==> src/rtl/core/esi_pkg.sv <==
package esi_pkg;

  // channel store geometry
  localparam int CHANNELS       = 12;
  localparam int CH_W           = 4;
  localparam int AXIS_W         = 4;
  localparam int TIME_W         = 63;
  localparam int DEB_W          = 20;
  localparam int AXIS_COUNT_DEF = 6;

  localparam logic [DEB_W-1:0] DEB_RESET = DEB_W'(2000);
  localparam logic [CH_W-1:0]  LAST_CH   = CH_W'(CHANNELS - 1);

  typedef enum logic [1:0] {
    MODE_NORMAL = 2'd0,
    MODE_HOMING = 2'd1,
    MODE_ESTOP  = 2'd2,
    MODE_FAULT  = 2'd3
  } mode_t;

  typedef enum logic [3:0] {
    OP_NOTIFY    = 4'd0,
    OP_POLL      = 4'd1,
    OP_HOMING    = 4'd2,
    OP_RELEASE   = 4'd3,
    OP_ESTOP     = 4'd4,
    OP_FAULT     = 4'd5,
    OP_TRYCLEAR  = 4'd6,
    OP_QUERY     = 4'd7,
    OP_CLEAR     = 4'd8,
    OP_CONSUME   = 4'd9,
    OP_CLEARPEND = 4'd10,
    OP_FORCE     = 4'd11
  } op_t;

  typedef enum logic [2:0] {
    ST_IDLE,
    ST_EXEC,
    ST_POLL,
    ST_DRIFT,
    ST_DONE
  } state_t;

  // one input item as seen by the sequencer
  typedef struct packed {
    logic [3:0]          opcode;
    logic [AXIS_W-1:0]   axis_index;
    logic                end_select;
    logic [TIME_W-1:0]   time_us;
    logic [CHANNELS-1:0] pressed_levels;
    logic                drift_present;
    logic                active;
  } item_t;

  // status handed from the sequencer to the output register
  typedef struct packed {
    mode_t               mode;
    logic [CHANNELS-1:0] latch;
    logic                reply;
    logic                clr_end;
    logic                clr_drift;
  } res_t;

  // channels whose axis lies below the axis count
  function automatic logic [CHANNELS-1:0] exist_mask(input int axes);
    logic [CHANNELS-1:0] m;
    m = '0;
    for (int i = 0; i < CHANNELS; i++) begin
      m[i] = ((i / 2) < axes);
    end
    return m;
  endfunction

endpackage

==> src/rtl/core/esi_in_if.sv <==
interface esi_in_if import esi_pkg::*; ();
  logic                valid;
  logic                ready;
  logic [3:0]          opcode;
  logic [AXIS_W-1:0]   axis_index;
  logic                end_select;
  logic [TIME_W-1:0]   time_us;
  logic [CHANNELS-1:0] pressed_levels;
  logic                drift_present;
  logic                active;

  modport source (
    output valid, opcode, axis_index, end_select, time_us, pressed_levels,
           drift_present, active,
    input  ready
  );
  modport sink (
    input  valid, opcode, axis_index, end_select, time_us, pressed_levels,
           drift_present, active,
    output ready
  );
endinterface

==> src/rtl/core/esi_out_if.sv <==
interface esi_out_if import esi_pkg::*; ();
  logic                valid;
  logic                ready;
  logic [1:0]          safety_mode;
  logic                motion_allowed;
  logic [CHANNELS-1:0] latch_bits;
  logic                any_latch;
  logic                reply_flag;
  logic                clear_endstop_strobe;
  logic                clear_drift_strobe;

  modport source (
    output valid, safety_mode, motion_allowed, latch_bits, any_latch, reply_flag,
           clear_endstop_strobe, clear_drift_strobe,
    input  ready
  );
  modport sink (
    input  valid, safety_mode, motion_allowed, latch_bits, any_latch, reply_flag,
           clear_endstop_strobe, clear_drift_strobe,
    output ready
  );
endinterface

==> src/rtl/core/esi_cfg_if.sv <==
interface esi_cfg_if import esi_pkg::*; ();
  logic             valid;
  logic             ready;
  logic [DEB_W-1:0] settle_time;

  modport source (
    output valid, settle_time,
    input  ready
  );
  modport sink (
    input  valid, settle_time,
    output ready
  );
endinterface

==> src/rtl/core/esi_age_cmp.sv <==
module esi_age_cmp import esi_pkg::*; (
  input  logic [TIME_W-1:0] now,
  input  logic [TIME_W-1:0] edge_time,
  input  logic [DEB_W-1:0]  debounce,
  output logic              mature
);

  logic [TIME_W:0] diff;

  // age of the edge; the top bit is the borrow of an edge in the future
  assign diff = {1'b0, now} - {1'b0, edge_time};

  // old enough once the age reaches the debounce time
  assign mature = !diff[TIME_W] &&
                  ((|diff[TIME_W-1:DEB_W]) || (diff[DEB_W-1:0] >= debounce));

endmodule

==> src/rtl/core/esi_ctrl.sv <==
module esi_ctrl import esi_pkg::*; #(
  parameter int AXIS_COUNT = AXIS_COUNT_DEF
) (
  input  logic             clk,
  input  logic             rst,
  input  logic             start,
  input  item_t            item,
  input  logic [DEB_W-1:0] debounce,
  input  logic             slot_free,
  output logic             idle,
  output logic             res_valid,
  output res_t             res
);

  localparam logic [CHANNELS-1:0] EXIST = exist_mask(AXIS_COUNT);

  state_t              state, state_next;
  logic [CH_W-1:0]     idx, idx_next;
  mode_t               mode, mode_next;
  logic                homing_on, homing_next;
  logic                release_on, release_next;
  logic [CHANNELS-1:0] pending, pending_next;
  logic [CHANNELS-1:0] latch, latch_next;
  logic                reply, reply_next;
  logic                clr_end, clr_end_next;
  logic                clr_drift, clr_drift_next;
  logic [TIME_W-1:0]   edge_times [CHANNELS];

  // captured item
  op_t                 op;
  logic [CH_W-1:0]     ch;
  logic                ch_ok;
  logic [TIME_W-1:0]   now;
  logic [CHANNELS-1:0] levels;
  logic                drift;
  logic                act;

  logic [CH_W:0]       ch_full;
  logic                mature;

  assign ch_full = {item.axis_index, item.end_select};

  // shared age compare, walked over the channels by idx
  esi_age_cmp u_age (
    .now       (now),
    .edge_time (edge_times[idx]),
    .debounce  (debounce),
    .mature    (mature)
  );

  // control state
  always_ff @(posedge clk) begin
    if (rst) begin
      state      <= ST_IDLE;
      idx        <= '0;
      mode       <= MODE_NORMAL;
      homing_on  <= 1'b0;
      release_on <= 1'b0;
      pending    <= '0;
      latch      <= '0;
      reply      <= 1'b0;
      clr_end    <= 1'b0;
      clr_drift  <= 1'b0;
    end else begin
      state      <= state_next;
      idx        <= idx_next;
      mode       <= mode_next;
      homing_on  <= homing_next;
      release_on <= release_next;
      pending    <= pending_next;
      latch      <= latch_next;
      reply      <= reply_next;
      clr_end    <= clr_end_next;
      clr_drift  <= clr_drift_next;
    end
  end

  // item capture and edge time store
  always_ff @(posedge clk) begin
    if (start) begin
      op     <= op_t'(item.opcode);
      ch     <= ch_full[CH_W-1:0];
      ch_ok  <= (ch_full < (CH_W+1)'(CHANNELS)) &&
                ({1'b0, item.axis_index} < (AXIS_W+1)'(AXIS_COUNT));
      now    <= item.time_us;
      levels <= item.pressed_levels;
      drift  <= item.drift_present;
      act    <= item.active;
    end
    if (state == ST_EXEC && op == OP_NOTIFY && ch_ok) begin
      edge_times[ch] <= now;
    end
  end

  // sequencer
  always_comb begin
    state_next     = state;
    idx_next       = idx;
    mode_next      = mode;
    homing_next    = homing_on;
    release_next   = release_on;
    pending_next   = pending;
    latch_next     = latch;
    reply_next     = reply;
    clr_end_next   = clr_end;
    clr_drift_next = clr_drift;

    unique case (state)
      ST_IDLE: begin
        if (start) begin
          state_next     = ST_EXEC;
          reply_next     = 1'b0;
          clr_end_next   = 1'b0;
          clr_drift_next = 1'b0;
        end
      end

      ST_EXEC: begin
        state_next = ST_DONE;
        unique case (op)
          OP_NOTIFY: begin
            if (ch_ok) pending_next[ch] = 1'b1;
          end
          OP_POLL: begin
            if (release_on) begin
              pending_next = '0;
              latch_next   = '0;
            end else begin
              idx_next   = '0;
              state_next = ST_POLL;
            end
          end
          OP_HOMING: begin
            homing_next = act;
            if (act && mode == MODE_NORMAL) mode_next = MODE_HOMING;
            else if (!act && mode == MODE_HOMING) mode_next = MODE_NORMAL;
          end
          OP_RELEASE: begin
            release_next = act;
            if (act) begin
              pending_next = '0;
              latch_next   = '0;
              if (mode == MODE_ESTOP) mode_next = MODE_NORMAL;
            end
          end
          OP_ESTOP: begin
            mode_next = MODE_ESTOP;
          end
          OP_FAULT: begin
            if (mode != MODE_FAULT && mode != MODE_ESTOP) mode_next = MODE_FAULT;
          end
          OP_TRYCLEAR: begin
            if (!(|(levels & EXIST))) begin
              pending_next   = '0;
              latch_next     = '0;
              clr_end_next   = 1'b1;
              clr_drift_next = 1'b1;
              mode_next      = MODE_NORMAL;
              homing_next    = 1'b0;
              reply_next     = 1'b1;
            end
          end
          OP_QUERY: begin
            if (ch_ok) reply_next = latch[ch];
          end
          OP_CLEAR: begin
            if (ch_ok) begin
              latch_next[ch]   = 1'b0;
              pending_next[ch] = 1'b0;
            end
          end
          OP_CONSUME: begin
            if (ch_ok) begin
              reply_next       = latch[ch];
              latch_next[ch]   = 1'b0;
              pending_next[ch] = 1'b0;
            end
          end
          OP_CLEARPEND: begin
            if (ch_ok) pending_next[ch] = 1'b0;
          end
          OP_FORCE: begin
            pending_next   = '0;
            latch_next     = '0;
            clr_drift_next = 1'b1;
            mode_next      = MODE_NORMAL;
            homing_next    = 1'b0;
          end
          default: begin
          end
        endcase
      end

      // one channel per cycle through the shared age compare
      ST_POLL: begin
        if (EXIST[idx] && pending[idx] && mature) begin
          if (levels[idx]) begin
            latch_next[idx] = 1'b1;
            if (!homing_on) mode_next = MODE_ESTOP;
            else if (mode == MODE_NORMAL) mode_next = MODE_HOMING;
          end
          pending_next[idx] = 1'b0;
        end
        if (idx == LAST_CH) state_next = ST_DRIFT;
        else idx_next = idx + CH_W'(1);
      end

      ST_DRIFT: begin
        if (drift && (mode == MODE_NORMAL || mode == MODE_HOMING)) mode_next = MODE_FAULT;
        state_next = ST_DONE;
      end

      ST_DONE: begin
        if (slot_free) state_next = ST_IDLE;
      end

      default: begin
        state_next = ST_IDLE;
      end
    endcase
  end

  assign idle          = (state == ST_IDLE);
  assign res_valid     = (state == ST_DONE);
  assign res.mode      = mode;
  assign res.latch     = latch;
  assign res.reply     = reply;
  assign res.clr_end   = clr_end;
  assign res.clr_drift = clr_drift;

endmodule

==> src/rtl/core/endstop_safety_interlock.sv <==
// Endstop safety interlock: one event per item on item_in, one status item per
// event on result_out, in the same order.
// The debounce time is written over cfg (always ready); write it only while
// no item is in flight. It resets to 2000 us.
// Every opcode but poll (and a poll under manual release) passes from the EXEC
// state to DONE and on into the output register; a poll instead walks the
// twelve channels one per cycle through a single age subtractor and compare,
// then checks drift.
// item_in.ready is high only while the sequencer is idle, so one item is in
// work at a time; the next item is taken only once the previous status has
// moved to the output register. An item may be taken while the
// previous status still waits in the output register.
// If result_out stalls, the finished status is held in the sequencer until
// the output register frees, and no new item is taken meanwhile.
// Synchronous reset (rst) gives mode normal, homing and release off, every
// pending flag and latch clear, and an empty output register.
module endstop_safety_interlock import esi_pkg::*; #(
  parameter int AXIS_COUNT = AXIS_COUNT_DEF
) (
  input logic       clk,
  input logic       rst,
  esi_in_if.sink    item_in,
  esi_out_if.source result_out,
  esi_cfg_if.sink   cfg
);

  logic [DEB_W-1:0] debounce;
  logic             start;
  logic             idle;
  logic             slot_free;
  logic             res_valid;
  item_t            item;
  res_t             res;
  res_t             out_res;
  logic             out_valid;

  // debounce register
  assign cfg.ready = 1'b1;
  always_ff @(posedge clk) begin
    if (rst) begin
      debounce <= DEB_RESET;
    end else if (cfg.valid) begin
      debounce <= cfg.settle_time;
    end
  end

  // input handshake
  assign item_in.ready       = idle;
  assign start               = item_in.valid && idle;
  assign item.opcode         = item_in.opcode;
  assign item.axis_index     = item_in.axis_index;
  assign item.end_select     = item_in.end_select;
  assign item.time_us        = item_in.time_us;
  assign item.pressed_levels = item_in.pressed_levels;
  assign item.drift_present  = item_in.drift_present;
  assign item.active         = item_in.active;

  esi_ctrl #(
    .AXIS_COUNT (AXIS_COUNT)
  ) u_ctrl (
    .clk       (clk),
    .rst       (rst),
    .start     (start),
    .item      (item),
    .debounce  (debounce),
    .slot_free (slot_free),
    .idle      (idle),
    .res_valid (res_valid),
    .res       (res)
  );

  // output register
  assign slot_free = !out_valid || result_out.ready;
  always_ff @(posedge clk) begin
    if (rst) begin
      out_valid <= 1'b0;
    end else if (slot_free) begin
      out_valid <= res_valid;
    end
  end
  always_ff @(posedge clk) begin
    if (slot_free && res_valid) begin
      out_res <= res;
    end
  end

  assign result_out.valid                = out_valid;
  assign result_out.safety_mode          = out_res.mode;
  assign result_out.motion_allowed       = (out_res.mode == MODE_NORMAL) ||
                                           (out_res.mode == MODE_HOMING);
  assign result_out.latch_bits           = out_res.latch;
  assign result_out.any_latch            = |out_res.latch;
  assign result_out.reply_flag           = out_res.reply;
  assign result_out.clear_endstop_strobe = out_res.clr_end;
  assign result_out.clear_drift_strobe   = out_res.clr_drift;

  // checks
  localparam logic [CHANNELS-1:0] EXIST_CHK = exist_mask(AXIS_COUNT);

  // the sequencer is busy in the cycle after it takes an item
  a_busy_after_accept: assert property (@(posedge clk) disable iff (rst)
    (item_in.valid && item_in.ready) |=> !item_in.ready)
    else $error("item taken while the previous one is still in work");

  // a successful try clear leaves a clean, normal state
  a_tryclear_clean: assert property (@(posedge clk) disable iff (rst)
    (result_out.valid && result_out.clear_endstop_strobe) |->
      (result_out.clear_drift_strobe && result_out.reply_flag &&
       result_out.latch_bits == '0 && result_out.safety_mode == MODE_NORMAL))
    else $error("try clear strobe with residual state");

  // channels of absent axes never latch
  a_no_ghost_latch: assert property (@(posedge clk) disable iff (rst)
    result_out.valid |-> ((result_out.latch_bits & ~EXIST_CHK) == '0))
    else $error("latch set on a channel that does not exist");

endmodule

==> src/flat_wrapper.sv <==
// flat-port wrapper written by rule: the top's interface ports become plain ports
module endstop_safety_interlock_flat import esi_pkg::*;
#(
  parameter int AXIS_COUNT = AXIS_COUNT_DEF
)
  (clk, rst, item_in_valid, item_in_opcode, item_in_axis_index, item_in_end_select, item_in_time_us, item_in_pressed_levels, item_in_drift_present, item_in_active, item_in_ready, result_out_valid, result_out_safety_mode, result_out_motion_allowed, result_out_latch_bits, result_out_any_latch, result_out_reply_flag, result_out_clear_endstop_strobe, result_out_clear_drift_strobe, result_out_ready, cfg_valid, cfg_settle_time, cfg_ready);
  esi_in_if item_in_i ();
  esi_out_if result_out_i ();
  esi_cfg_if cfg_i ();
  input logic clk;
  input logic rst;
  input wire logic [$bits(item_in_i.valid)-1:0] item_in_valid;
  input wire logic [$bits(item_in_i.opcode)-1:0] item_in_opcode;
  input wire logic [$bits(item_in_i.axis_index)-1:0] item_in_axis_index;
  input wire logic [$bits(item_in_i.end_select)-1:0] item_in_end_select;
  input wire logic [$bits(item_in_i.time_us)-1:0] item_in_time_us;
  input wire logic [$bits(item_in_i.pressed_levels)-1:0] item_in_pressed_levels;
  input wire logic [$bits(item_in_i.drift_present)-1:0] item_in_drift_present;
  input wire logic [$bits(item_in_i.active)-1:0] item_in_active;
  output wire logic [$bits(item_in_i.ready)-1:0] item_in_ready;
  output wire logic [$bits(result_out_i.valid)-1:0] result_out_valid;
  output wire logic [$bits(result_out_i.safety_mode)-1:0] result_out_safety_mode;
  output wire logic [$bits(result_out_i.motion_allowed)-1:0] result_out_motion_allowed;
  output wire logic [$bits(result_out_i.latch_bits)-1:0] result_out_latch_bits;
  output wire logic [$bits(result_out_i.any_latch)-1:0] result_out_any_latch;
  output wire logic [$bits(result_out_i.reply_flag)-1:0] result_out_reply_flag;
  output wire logic [$bits(result_out_i.clear_endstop_strobe)-1:0] result_out_clear_endstop_strobe;
  output wire logic [$bits(result_out_i.clear_drift_strobe)-1:0] result_out_clear_drift_strobe;
  input wire logic [$bits(result_out_i.ready)-1:0] result_out_ready;
  input wire logic [$bits(cfg_i.valid)-1:0] cfg_valid;
  input wire logic [$bits(cfg_i.settle_time)-1:0] cfg_settle_time;
  output wire logic [$bits(cfg_i.ready)-1:0] cfg_ready;
  assign item_in_i.valid = item_in_valid;
  assign item_in_i.opcode = item_in_opcode;
  assign item_in_i.axis_index = item_in_axis_index;
  assign item_in_i.end_select = item_in_end_select;
  assign item_in_i.time_us = item_in_time_us;
  assign item_in_i.pressed_levels = item_in_pressed_levels;
  assign item_in_i.drift_present = item_in_drift_present;
  assign item_in_i.active = item_in_active;
  assign item_in_ready = item_in_i.ready;
  assign result_out_valid = result_out_i.valid;
  assign result_out_safety_mode = result_out_i.safety_mode;
  assign result_out_motion_allowed = result_out_i.motion_allowed;
  assign result_out_latch_bits = result_out_i.latch_bits;
  assign result_out_any_latch = result_out_i.any_latch;
  assign result_out_reply_flag = result_out_i.reply_flag;
  assign result_out_clear_endstop_strobe = result_out_i.clear_endstop_strobe;
  assign result_out_clear_drift_strobe = result_out_i.clear_drift_strobe;
  assign result_out_i.ready = result_out_ready;
  assign cfg_i.valid = cfg_valid;
  assign cfg_i.settle_time = cfg_settle_time;
  assign cfg_ready = cfg_i.ready;
  endstop_safety_interlock #(.AXIS_COUNT(AXIS_COUNT)) u_core (.clk(clk), .rst(rst), .item_in(item_in_i), .result_out(result_out_i), .cfg(cfg_i));
endmodule
==> config.mk <==
export PLATFORM = sky130hd
export DESIGN_NAME = endstop_safety_interlock_flat
export DESIGN_NICKNAME = d
export VERILOG_FILES = /design/src/rtl/core/esi_pkg.sv /design/src/rtl/core/esi_in_if.sv /design/src/rtl/core/esi_out_if.sv /design/src/rtl/core/esi_cfg_if.sv /design/src/rtl/core/esi_age_cmp.sv /design/src/rtl/core/esi_ctrl.sv /design/src/rtl/core/endstop_safety_interlock.sv /design/src/flat_wrapper.sv
export SDC_FILE = /design/constraint.sdc
export NUM_CORES = 1
export LEC_CHECK = 0
export BUFFER_PORTS_ARGS = -buffer_cell sky130_fd_sc_hd__buf_4
export CORE_ASPECT_RATIO = 0.6
export CORE_MARGIN = 1.5
export CORE_UTILIZATION = 47
export CTS_CLUSTER_DIAMETER = 40
export DETAILED_ROUTE_END_ITERATION = 8
export PLACE_DENSITY = 0.61
export SLEW_MARGIN = 20
export SYNTH_ARGS = -nofsm -noshare
export SYNTH_HDL_FRONTEND = slang
export SYNTH_HIERARCHICAL = 1
export SYNTH_SLANG_ARGS = --single-unit
export TNS_END_PERCENT = 1
==> constraint.sdc <==
create_clock -name clk -period 20.8 [get_ports clk]
set_input_delay 0 -clock clk [delete_from_list [all_inputs] [get_ports clk]]
set_output_delay 0 -clock clk [all_outputs]
set_load 0.05 [all_outputs]
* Word-level counts from Yosys, hierarchy flattened
Memory sizes are Yosys's and may differ from the RTL's. A register that Yosys moved wholly into a read port is not among the register bits.
Index checks and enable logic that the tools add are counted.
** Cells by class
- Add/sub/neg operators :: 2
- $lt $le $gt $ge :: 7
- Eq/ne operators :: 49
- Multiplexer cells :: 64
- Bitwise operators :: 7
- Reduce and logical (&&, ||, !) cells :: 45
** Operators by type and width (number)
- $mux W12 :: 9
- $pmux W12 S6 :: 1
- $sub A63 B63 Y64 :: 1
- $pmux W12 S5 :: 1
- $pmux W12 S2 :: 2
- $reduce_or A43 Y1 :: 1
- $and A12 B12 Y12 :: 3
- $ne A3 B3 Y1 const B :: 10
- $mux W4 :: 7
- $not A12 Y12 :: 2
- $or A12 B12 Y12 :: 2
- $reduce_or A12 Y1 :: 2
- $mux W2 :: 11
- $eq A4 B4 Y1 const B :: 5
- $ge A20 B20 Y1 :: 1
- $ne A2 B2 Y1 const B :: 10
- $eq A4 B3 Y1 const B :: 4
- $reduce_and A8 Y1 :: 2
- $mux W3 :: 5
- $pmux W3 S5 :: 1
- $logic_and A1 B1 Y1 :: 14
- $mux W1 :: 13
- $bmux W1 S4 :: 3
- $pmux W2 S6 :: 1
- other kinds (38) :: 63
** Word-level totals
- Flip-flop bits (word level) :: 162
- Bits in writable memories :: 756
- Bits in read-only memories :: 16
- Output and inout bits :: 22
- Memories kept :: 2
** Memory list
- u_core.u_ctrl.edge_times :: depth 12, bits a word 63, rd ports 1, clocked after memory_dff 1, write ports 1, line esi_ctrl.sv:27 : logic [TIME_W-1:0] edge_times [CHANNELS];
- (no name shown) :: depth 16, bits a word 1, rd ports 1, clocked after memory_dff 1, write ports 0, line esi_ctrl.sv:196 : if (EXIST[idx] && pending[idx] && mature) begin

* Logic depth before layout (Yosys ltp)
Gate-level depths: netlist of the first run.
- Depth after elaboration :: 9
- Mapped depth :: 34

* Hierarchy
Netlist of the first run, hierarchy kept.
** Modules (own cells, without submodules)
- esi_ctrl :: instances 1, cells an instance 1682, area each 34057.7 µm², seq. area each 26125.1 µm²
- esi_age_cmp :: instances 1, cells an instance 780, area each 4893.4 µm², seq. area each 0.0 µm²
- endstop_safety_interlock :: instances 1, cells an instance 95, area each 1335.0 µm², seq. area each 930.9 µm²

* Least setup slack after synthesis of the first run
Ideal clock, no wire load.
- Path kind :: reg2reg
- Start point :: register with a tool-made name
- End point :: register u_core.u_ctrl.latch[8]
- Setup time :: 116 ps
- Data arrival time :: 6545 ps
- Setup slack :: 14139 ps
- Stages on the path, launching flop included :: 34
- Buffers on the path :: 3
- Cells stage by stage :: dfxtp_1 > buf_2 > buf_1 > mux4_2 > mux2i_1 > o21ai_0 > ha_1 > fa_1 > nand2b_1 > a21oi_2 > o21ai_1 > nor2_1 > nor2_1 > nor2_1 > nor2_1 > xnor2_1 > ha_1 > a21o_1 > a21o_1 > a222oi_1 > nand4_1 > or4_1 > nor4_2 > nand4_1 > nor4b_2 > nand4_1 > nor4_2 > a41oi_1 > a31oi_1 > o41a_1 > a211o_1 > buf_2 > nor3_1 > o211a_1
** RTL lines
- to (signal assigned) :: line esi_ctrl.sv:71 : latch <= latch_next;
- to (decl) :: line esi_ctrl.sv:23 : logic [CHANNELS-1:0] latch, latch_next;

==> results of run 1 <==
where the power goes:
group          total, W  leakage [nW]  switching (W)  internal (W)
Sequential      0.00210          8.30      0.0000444       0.00206
Combinational  0.000232          5.97       0.000130      0.000102
Clock           0.00175          1.55       0.000743       0.00101
synth_stat cells (21+ instances only):
cell type	number	area (um2)
nand2_1	177	664
xnor2_1	27	236
a211oi_1	29	218
nor2b_1	21	131
buf_2	29	145
nand3_1	24	120
nor3_1	24	120
clkbuf_1	74	278
dfxtp_1	63	1260
edfxtp_1	859	25800
mux4_2	195	4390
a21oi_1	115	576
inv_1	118	443
o21ai_0	145	726
mux2i_1	90	901
o21a_1	27	203
nand4_1	36	225
nor2_1	122	458
a21o_1	22	165
ha_1	87	1090
cell type report:
class	instances	share of cell area, %
tap	1134	2.97
clock inverter	60	1.37
timing repair buffer	380	7.10
antenna	2	0.0105
multi-input combinational	1384	25.6
sequential	922	56.6
clock buffer	120	5.40
inverter	118	0.926
cells by family (layout without fill, tap and decap cells):
| logic type | Yosys count | count (layout) | share of synthesized area, % |
|---|---|---|---|
| muxes | 292 | 292 | 13.3 |
| and+or+nand+nor | 502 | 502 | 6.09 |
| adders and majority gates | 88 | 88 | 2.75 |
| DFF | 922 | 922 | 67.2 |
| other | 1 | 3 | 0.00931 |
| AOI/OAI and AO/OA | 460 | 460 | 7.15 |
| buffers and inverters | 251 | 678 | 2.62 |
| xor gates and xnor gates | 41 | 41 | 0.891 |
worst max-delay path: cells and delay by family (launching register included):
| family | cells | cell delay, ps |
|---|---|---|
| adder cells (fa/ha/maj) | 2 | 550 |
| flip-flops | 1 | 480 |
| AND/OR/NAND/NOR | 9 | 1960 |
| multiplexers | 2 | 820 |
| XOR/XNOR | 1 | 150 |
| AO/OA/AOI/OAI | 13 | 3410 |
| buffers and inverters | 3 | 1560 |
cells in the final DEF (no fill, tap or decap), types with 12 or more instances in the layout:
master,n
a21oi_1,115
o21ai_0,145
dfxtp_1,59
xnor2_1,27
a211oi_1,29
mux4_2,195
inv_1,118
clkbuf_1,17
nor2b_1,17
edfxtp_1,859
nand2_1,177
buf_4,168
nor3b_1,12
clkbuf_16,98
nand2b_1,14
nand4_1,36
xor2_1,14
nor4_1,16
a211o_1,12
o211ai_1,12
inv_6,14
a31oi_1,13
a21o_1,22
mux2i_1,90
ha_1,87
nor2_1,114
dlygate4sd3_1,210
nand3_1,24
o21a_1,27
nor3_1,24
state kept, by name, indices dropped and copies added (netlist names), 2 cells and up, named ones only:
signal                         flops
u_core/u_ctrl/state                3
u_core/u_ctrl/edge_times         756
u_core/u_ctrl/op                   4
u_core/u_ctrl/pending             12
u_core/u_ctrl/now                 63
u_core/u_ctrl/mode                 2
u_core/u_ctrl/latch               12
u_core/u_ctrl/idx                  4
u_core/result_out.safety_mode      2
u_core/result_out.latch_bits      12
u_core/u_ctrl/ch                   4
u_core/debounce                   20
u_core/u_ctrl/levels              12
through the flow:
| stage | utilization [%] | hold WS [ps] | power (W) | cell area (um2) | instances |
|---|---|---|---|---|---|
| 2_1_floorplan | - | 98.6 | 0.00225 | 40300 | 2557 |
| 3_5_place_dp | 50.5 | 179 | 0.00233 | 42500 | 3727 |
| 5_1_grt | 56.9 | 12.7 | 0.00421 | 47800 | 4120 |
| 3_3_place_gp | 50.5 | 178 | 0.00233 | 42500 | 3727 |
| 6_report | 56.9 | 40.8 | 0.00408 | 47800 | 4120 |
| 4_1_cts | 56.8 | 0.0391 | 0.00411 | 47800 | 4117 |
final timing paths:
kind / cells past startpoint / from / to
worst max-delay path: 30 / flip-flop / u_core/u_ctrl/latch[1]
worst min-delay path: 2 / item_in_time_us[54] / u_core/u_ctrl/now[54]
worst max register to register: 30 / flip-flop / u_core/u_ctrl/latch[1]
worst min register to register: 0 / u_core/u_ctrl/clr_drift / u_core/result_out.clear_drift_strobe
per-layer routing:
metal	vias to the layer above	GRT usage [%]
met3	121	4.76
met4	0	5.19
met1	12400	38.0
met2	947	33.7
met5	-	0
li1	10764	-
==> impl_metrics.json, run 1 <==
{
  "cts_setup_buffers": 0,
  "synth.net_count": 2756,
  "rsz0062_at_grt": "no",
  "synth_flop_cell": "edfxtp_1",
  "start_util_pct": 47.9,
  "clock_path_buffers": 3,
  "grt_first_pass_wirelength_um": 155000,
  "critPathKind": "reg2reg",
  "io_buffers": 131,
  "setup_viol": 0,
  "drc": 1,
  "final-hold-violation-count": 0,
  "p_per_area_nw_per_um2": 85.4,
  "synth_seq_area_share_pct": 67.2,
  "violations": "DRC",
  "grt_overflow": 0,
  "cp-start-kind": "flip-flop",
  "cts_tree": "done",
  "crit_path_frequent_cell": "nand4_1",
  "die_y_um": 230,
  "wl_met3_um": 7860,
  "irDropWorstVdd_uv": 66.4,
  "grtUsageTotal_pct": 23.9,
  "multiInputGateArea_um2": 12300,
  "drv_slew": 0,
  "path_clk_slew_ps": 60,
  "seq_area_um2": 27100,
  "cts_buffers": 97,
  "cp-end-kind": "flip-flop",
  "hpwl_um": 62000,
  "cts.repair.resized": 0,
  "grt_pass1_vias": 23905,
  "cts_sinks": 922,
  "wl_met1_um": 50300,
  "final_min_period_over_clock_period_pct": 43.5,
  "highest_layer": "met4",
  "nFillCells": 6597,
  "hold_class": "in2reg",
  "cts-htree-levels": 3,
  "syn-instance-count": 2557,
  "synth_seq_cells": 922,
  "synth-edff-count": 859,
  "std_cell_rows": 82,
  "dr.pass1.iters": 7,
  "ioPinCount": 133,
  "viasPerCell": 5.88,
  "netlist_area_um2": 40300,
  "holdBufCountCts": 210,
  "tightest_slew_ps": 1070,
  "async_reset_ff_share_pct": 0,
  "syn2layout_area_growth_pct": 18.8,
  "drive_gt1_share_pct": 18.7,
  "crit_slowest_cell": "buf_4",
  "die_w_um": 381,
  "drt-wirelength-per-cell_um": 25.2,
  "status": "finished with violations",
  "gp_congestion": 0.941,
  "drv_cap": 0,
  "max_stage_delay_ps": 780,
  "crit_arrival_ps": 9630,
  "grt_max_degree": 106,
  "drt_iter0_drc": 2567,
  "syn_area_per_cell_um2": 15.8,
  "yosysUniqueCellTypes": 87,
  "cts_root_buffer": "clkbuf_16",
  "slew_headroom_pct": 28.5,
  "wl_met2_um": 44100,
  "layout_setup_ws_ps": 11750,
  "clock_latency_ps": 700,
  "finalCriticalPeriod_ps": 9050,
  "ant_nets": 0,
  "num-nets-final": 3102,
  "finalSetupTns_ps": 0,
  "p_leak_nw": 15.8,
  "wl_um": 104000,
  "crit_required_ps": 21380,
  "antenna_found_initial": 3,
  "finalClockSkew_ps": 29.8,
  "vias": 24232,
  "core-area_um2": 84100,
  "pre_cts_ws_ps": 11660,
  "ys_warn_count": 6,
  "crit_path_max_fanout": 39,
  "fmax_mhz": 111,
  "r2r_slack_ps": 11750,
  "die-area_um2": 87500
}
Power figures use the tool's default switching activity.
==> run 2, diff against run 1 <==
ABC_AREA = 1   (was not set)
clock period = 8.7 ns   (was 20.8 ns; I/O delays follow)
==> run 2 against run 1 <==
  * The run now ends clean
  * Utilization fell by 1.0 points
  * Fmax increased by 39%
  * Worst setup slack worse by 9500 ps
  * Critical path depth decreased by 4
  * Cell count is 44% higher
  * Global-route usage rose by 0.76 points
  * Die area increased by 8.4%
  * Clock skew down 1.9 ps
  * Combinational power grew to 18 times the previous value
  * Sequential power grew to 2.6 times the previous value
  * Power grew to 3.4 times the previous value
  * Hold slack better by 4.6 ps
  * Largest power group unchanged
==> impl_metrics.json, run 2 <==
{
  "status": "completed",
  "synth_seq_cells": 922,
  "wl_um": 117000,
  "synth_top_area_share_pct": 59.0,
  "ys_warn_count": 6,
  "viasPerCell": 5.27,
  "cp-start-kind": "flip-flop",
  "core-area_um2": 92000,
  "clkPwrFrac_pct": 31.7,
  "mostFrequentLayoutCell": "edfxtp_1",
  "gp_congestion": 1.03,
  "drive_gt1_share_pct": 9.05,
  "dr.pass1.iters": 8,
  "start_util_pct": 47.5,
  "final-hold-violation-count": 0,
  "drv_slew": 0,
  "crit_arrival_ps": 7080,
  "crit_path_max_fanout": 82,
  "irDropWorstVdd_uv": 174,
  "max_stage_delay_ps": 830,
  "place_inst": 5534,
  "vias": 31263,
  "finalClockSkew_ps": 28.0,
  "p_per_area_nw_per_um2": 269,
  "cts_tree": "done",
  "finalSetupTns_ps": 0,
  "path_depth": 26,
  "cp-end-kind": "flip-flop",
  "critPathBufInv": 2,
  "drt_iter0_drc": 3197,
  "final_min_period_over_clock_period_pct": 74.6,
  "crit_slowest_cell": "buf_4",
  "grtUsageTotal_pct": 24.6,
  "slew_headroom_pct": 23.2,
  "fmax_mhz": 154,
  "crit_family": "simple AND/OR/NAND/NOR gates",
  "crit_path_frequent_cell": "nor2_1",
  "p_sw_w": 0.00482,
  "r2r_slack_ps": 2210,
  "drv_cap": 0,
  "die-area_um2": 94900,
  "ys_top_cells_by_count": "edfxtp_1, nand2_1, inv_1",
  "io_buffers": 131,
  "fin_cells": 5930,
  "syn2layout_area_growth_pct": 17.6,
  "regMostFlops": "u_core/u_ctrl/edge_times",
  "netlist_top_cells_area": "edfxtp_1, nand2_1, inv_1, o21ai_0, mux2i_1",
  "ant_nets": 0,
  "cts_root_buffer": "clkbuf_16",
  "clock_path_buffers": 3,
  "cts_sinks": 922,
  "rsz0062_at_grt": "no",
  "rr_endpoint": "u_core/u_ctrl/mode[1]",
  "synth_seq_area_share_pct": 61.9,
  "async_reset_ff_share_pct": 0,
  "final_cell_mix": "edfxtp_1, nand2_1, inv_1, o21ai_0, nor2_1",
  "syn-instance-count": 4296,
  "path_clk_slew_ps": 60,
  "synth_flop_cell": "edfxtp_1",
  "num-nets-final": 4808,
  "critPathKind": "reg2reg",
  "yosysUniqueCellTypes": 52,
  "synth_top_cell_by_area": "edfxtp_1",
  "finalCriticalPeriod_ps": 6490,
  "grt_pass1_vias": 28967,
  "intPower_w": 0.00902,
  "worstSetupEndpoint": "u_core/u_ctrl/mode[1]",
  "hold_ws_ps": 45.4,
  "p_leak_nw": 20.3,
  "netlist_area_um2": 43700,
  "swShare_pct": 34.8,
  "grt_first_pass_wirelength_um": 176000,
  "grt_overflow": 0,
  "crit_required_ps": 9280,
  "layout_setup_ws_ps": 2210,
  "setup_viol": 0,
  "cts-htree-levels": 3,
  "syn_area_per_cell_um2": 10.2,
  "cts_buffers": 101,
  "comb_power_share_pct": 29.5,
  "pre_cts_ws_ps": 2410,
  "timing.reg2reg.worst_path_depth": 26,
  "synth.net_count": 4495,
  "largest_register_ffs": 756,
  "hpwl_um": 73700,
  "std_cell_rows": 86,
  "hold_class": "in2reg",
  "antenna_found_initial": 0,
  "die_y_um": 239,
  "cts_setup_buffers": 0,
  "cts.repair.resized": 0,
  "tightest_slew_ps": 1150,
  "finalPower_w": 0.0138,
  "synth-edff-count": 859,
  "p_seq_share_pct": 38.8,
  "drt-wirelength-per-cell_um": 19.7,
  "grt_max_degree": 118,
  "drc": 0,
  "die_w_um": 397,
  "ioPinCount": 133,
  "clock_latency_ps": 710,
  "antenna_cells": 0,
  "yosysMostFrequentCell": "edfxtp_1",
  "top_regs": "u_core/u_ctrl/edge_times (756), u_core/u_ctrl/now (63), u_core/debounce (20)"
}
## run 2: cell count changes in the layout (fill, tap and decap cells not counted), sizes merged, moves of 22 or more
| cell | before | now |
|---|---|---|
| nand2 | 177 | 870 |
| inv | 134 | 690 |
| o21ai | 148 | 450 |
| nor2 | 122 | 352 |
| mux4 | 195 | 0 |
| a21oi | 117 | 266 |
| nand3 | 24 | 114 |
| mux2i | 90 | 156 |
| o211ai | 12 | 65 |
| xnor2 | 27 | 1 |
| o21a | 27 | 2 |
| a211oi | 29 | 7 |
## run 2: timing repair
item                       4_1_cts  5_1_grt
hold endpoints to repair       132        0
setup endpoints to repair        0        0
hold buffers                   204        0
## run 2: kinds of logic (layout without fill, tap and decap cells)
| group | after synthesis | in the layout | synth area share, % |
|---|---|---|---|
| mux | 156 | 156 | 3.57 |
| xor+xnor | 19 | 19 | 0.381 |
| other cells | 1 | 1 | 0.00858 |
| fa+ha+maj | 88 | 88 | 2.54 |
| flops | 922 | 922 | 61.9 |
| buf+inv | 846 | 1248 | 7.80 |
| simple gates | 1408 | 1408 | 13.2 |
| compound gates | 856 | 856 | 10.6 |
## run 2: worst min-delay path by stage
stage | slack (ps) | startpoint | cells after the start | end
finish | 50 | item_in_valid | 3 | u_core/u_ctrl/levels[4]
global route | 9 | item_in_time_us[37] | 2 | u_core/u_ctrl/now[37]
CTS | 0.6 | item_in_time_us[14] | 2 | u_core/u_ctrl/now[14]
detailed placement | 180 | item_in_axis_index[0] | 1 | u_core/u_ctrl/ch[1]
global placement | 180 | item_in_time_us[55] | 1 | u_core/u_ctrl/now[55]
floorplan | 70 | rst | 1 | u_core/result_out.valid
## run 2: per-layer routing
| layer | vias to the layer above | part of all wire, % | wire length, um | track usage (%) |
|---|---|---|---|---|
| li1 | 15185 | - | - | - |
| met5 | - | 0 | 0 | 0 |
| met1 | 14870 | 50 | 58000 | 39.2 |
| met2 | 1095 | 40 | 47200 | 33.9 |
| met4 | 0 | 1.6 | 1840 | 5.31 |
| met3 | 113 | 8.5 | 9950 | 5.38 |
## run 2: final cells by class
cell class | count | area [um2]
clock inverters | 65 | 756
fillers | 7945 | 40600
repair buffers | 376 | 3410
flip-flops and latches | 922 | 27100
well taps | 1232 | 1540
multi-input cells | 2528 | 13300
inverters | 680 | 2560
clock buffers | 127 | 2720
## run 2: power groups by stage
stage          Sequential, W  Combinational, W  Clock (W)
6_report             0.00536           0.00408    0.00439
5_1_grt              0.00539           0.00456    0.00464
4_1_cts              0.00536           0.00401    0.00448
3_5_place_dp         0.00546           0.00392          0
3_3_place_gp         0.00545           0.00390          0
2_1_floorplan        0.00534           0.00287          0
## run 2: worst min-delay path: stages
cell and delay [ps]:
buf_4 110, nand2_1 110, inv_4 240
## run 2: through the flow
stage               utilization [%]  area (um2)
CTS                            55.9       51400
floorplan                         -       43700
global placement               49.9       45900
finish                         55.9       51400
detailed placement             49.9       45900
global route                   55.9       51400
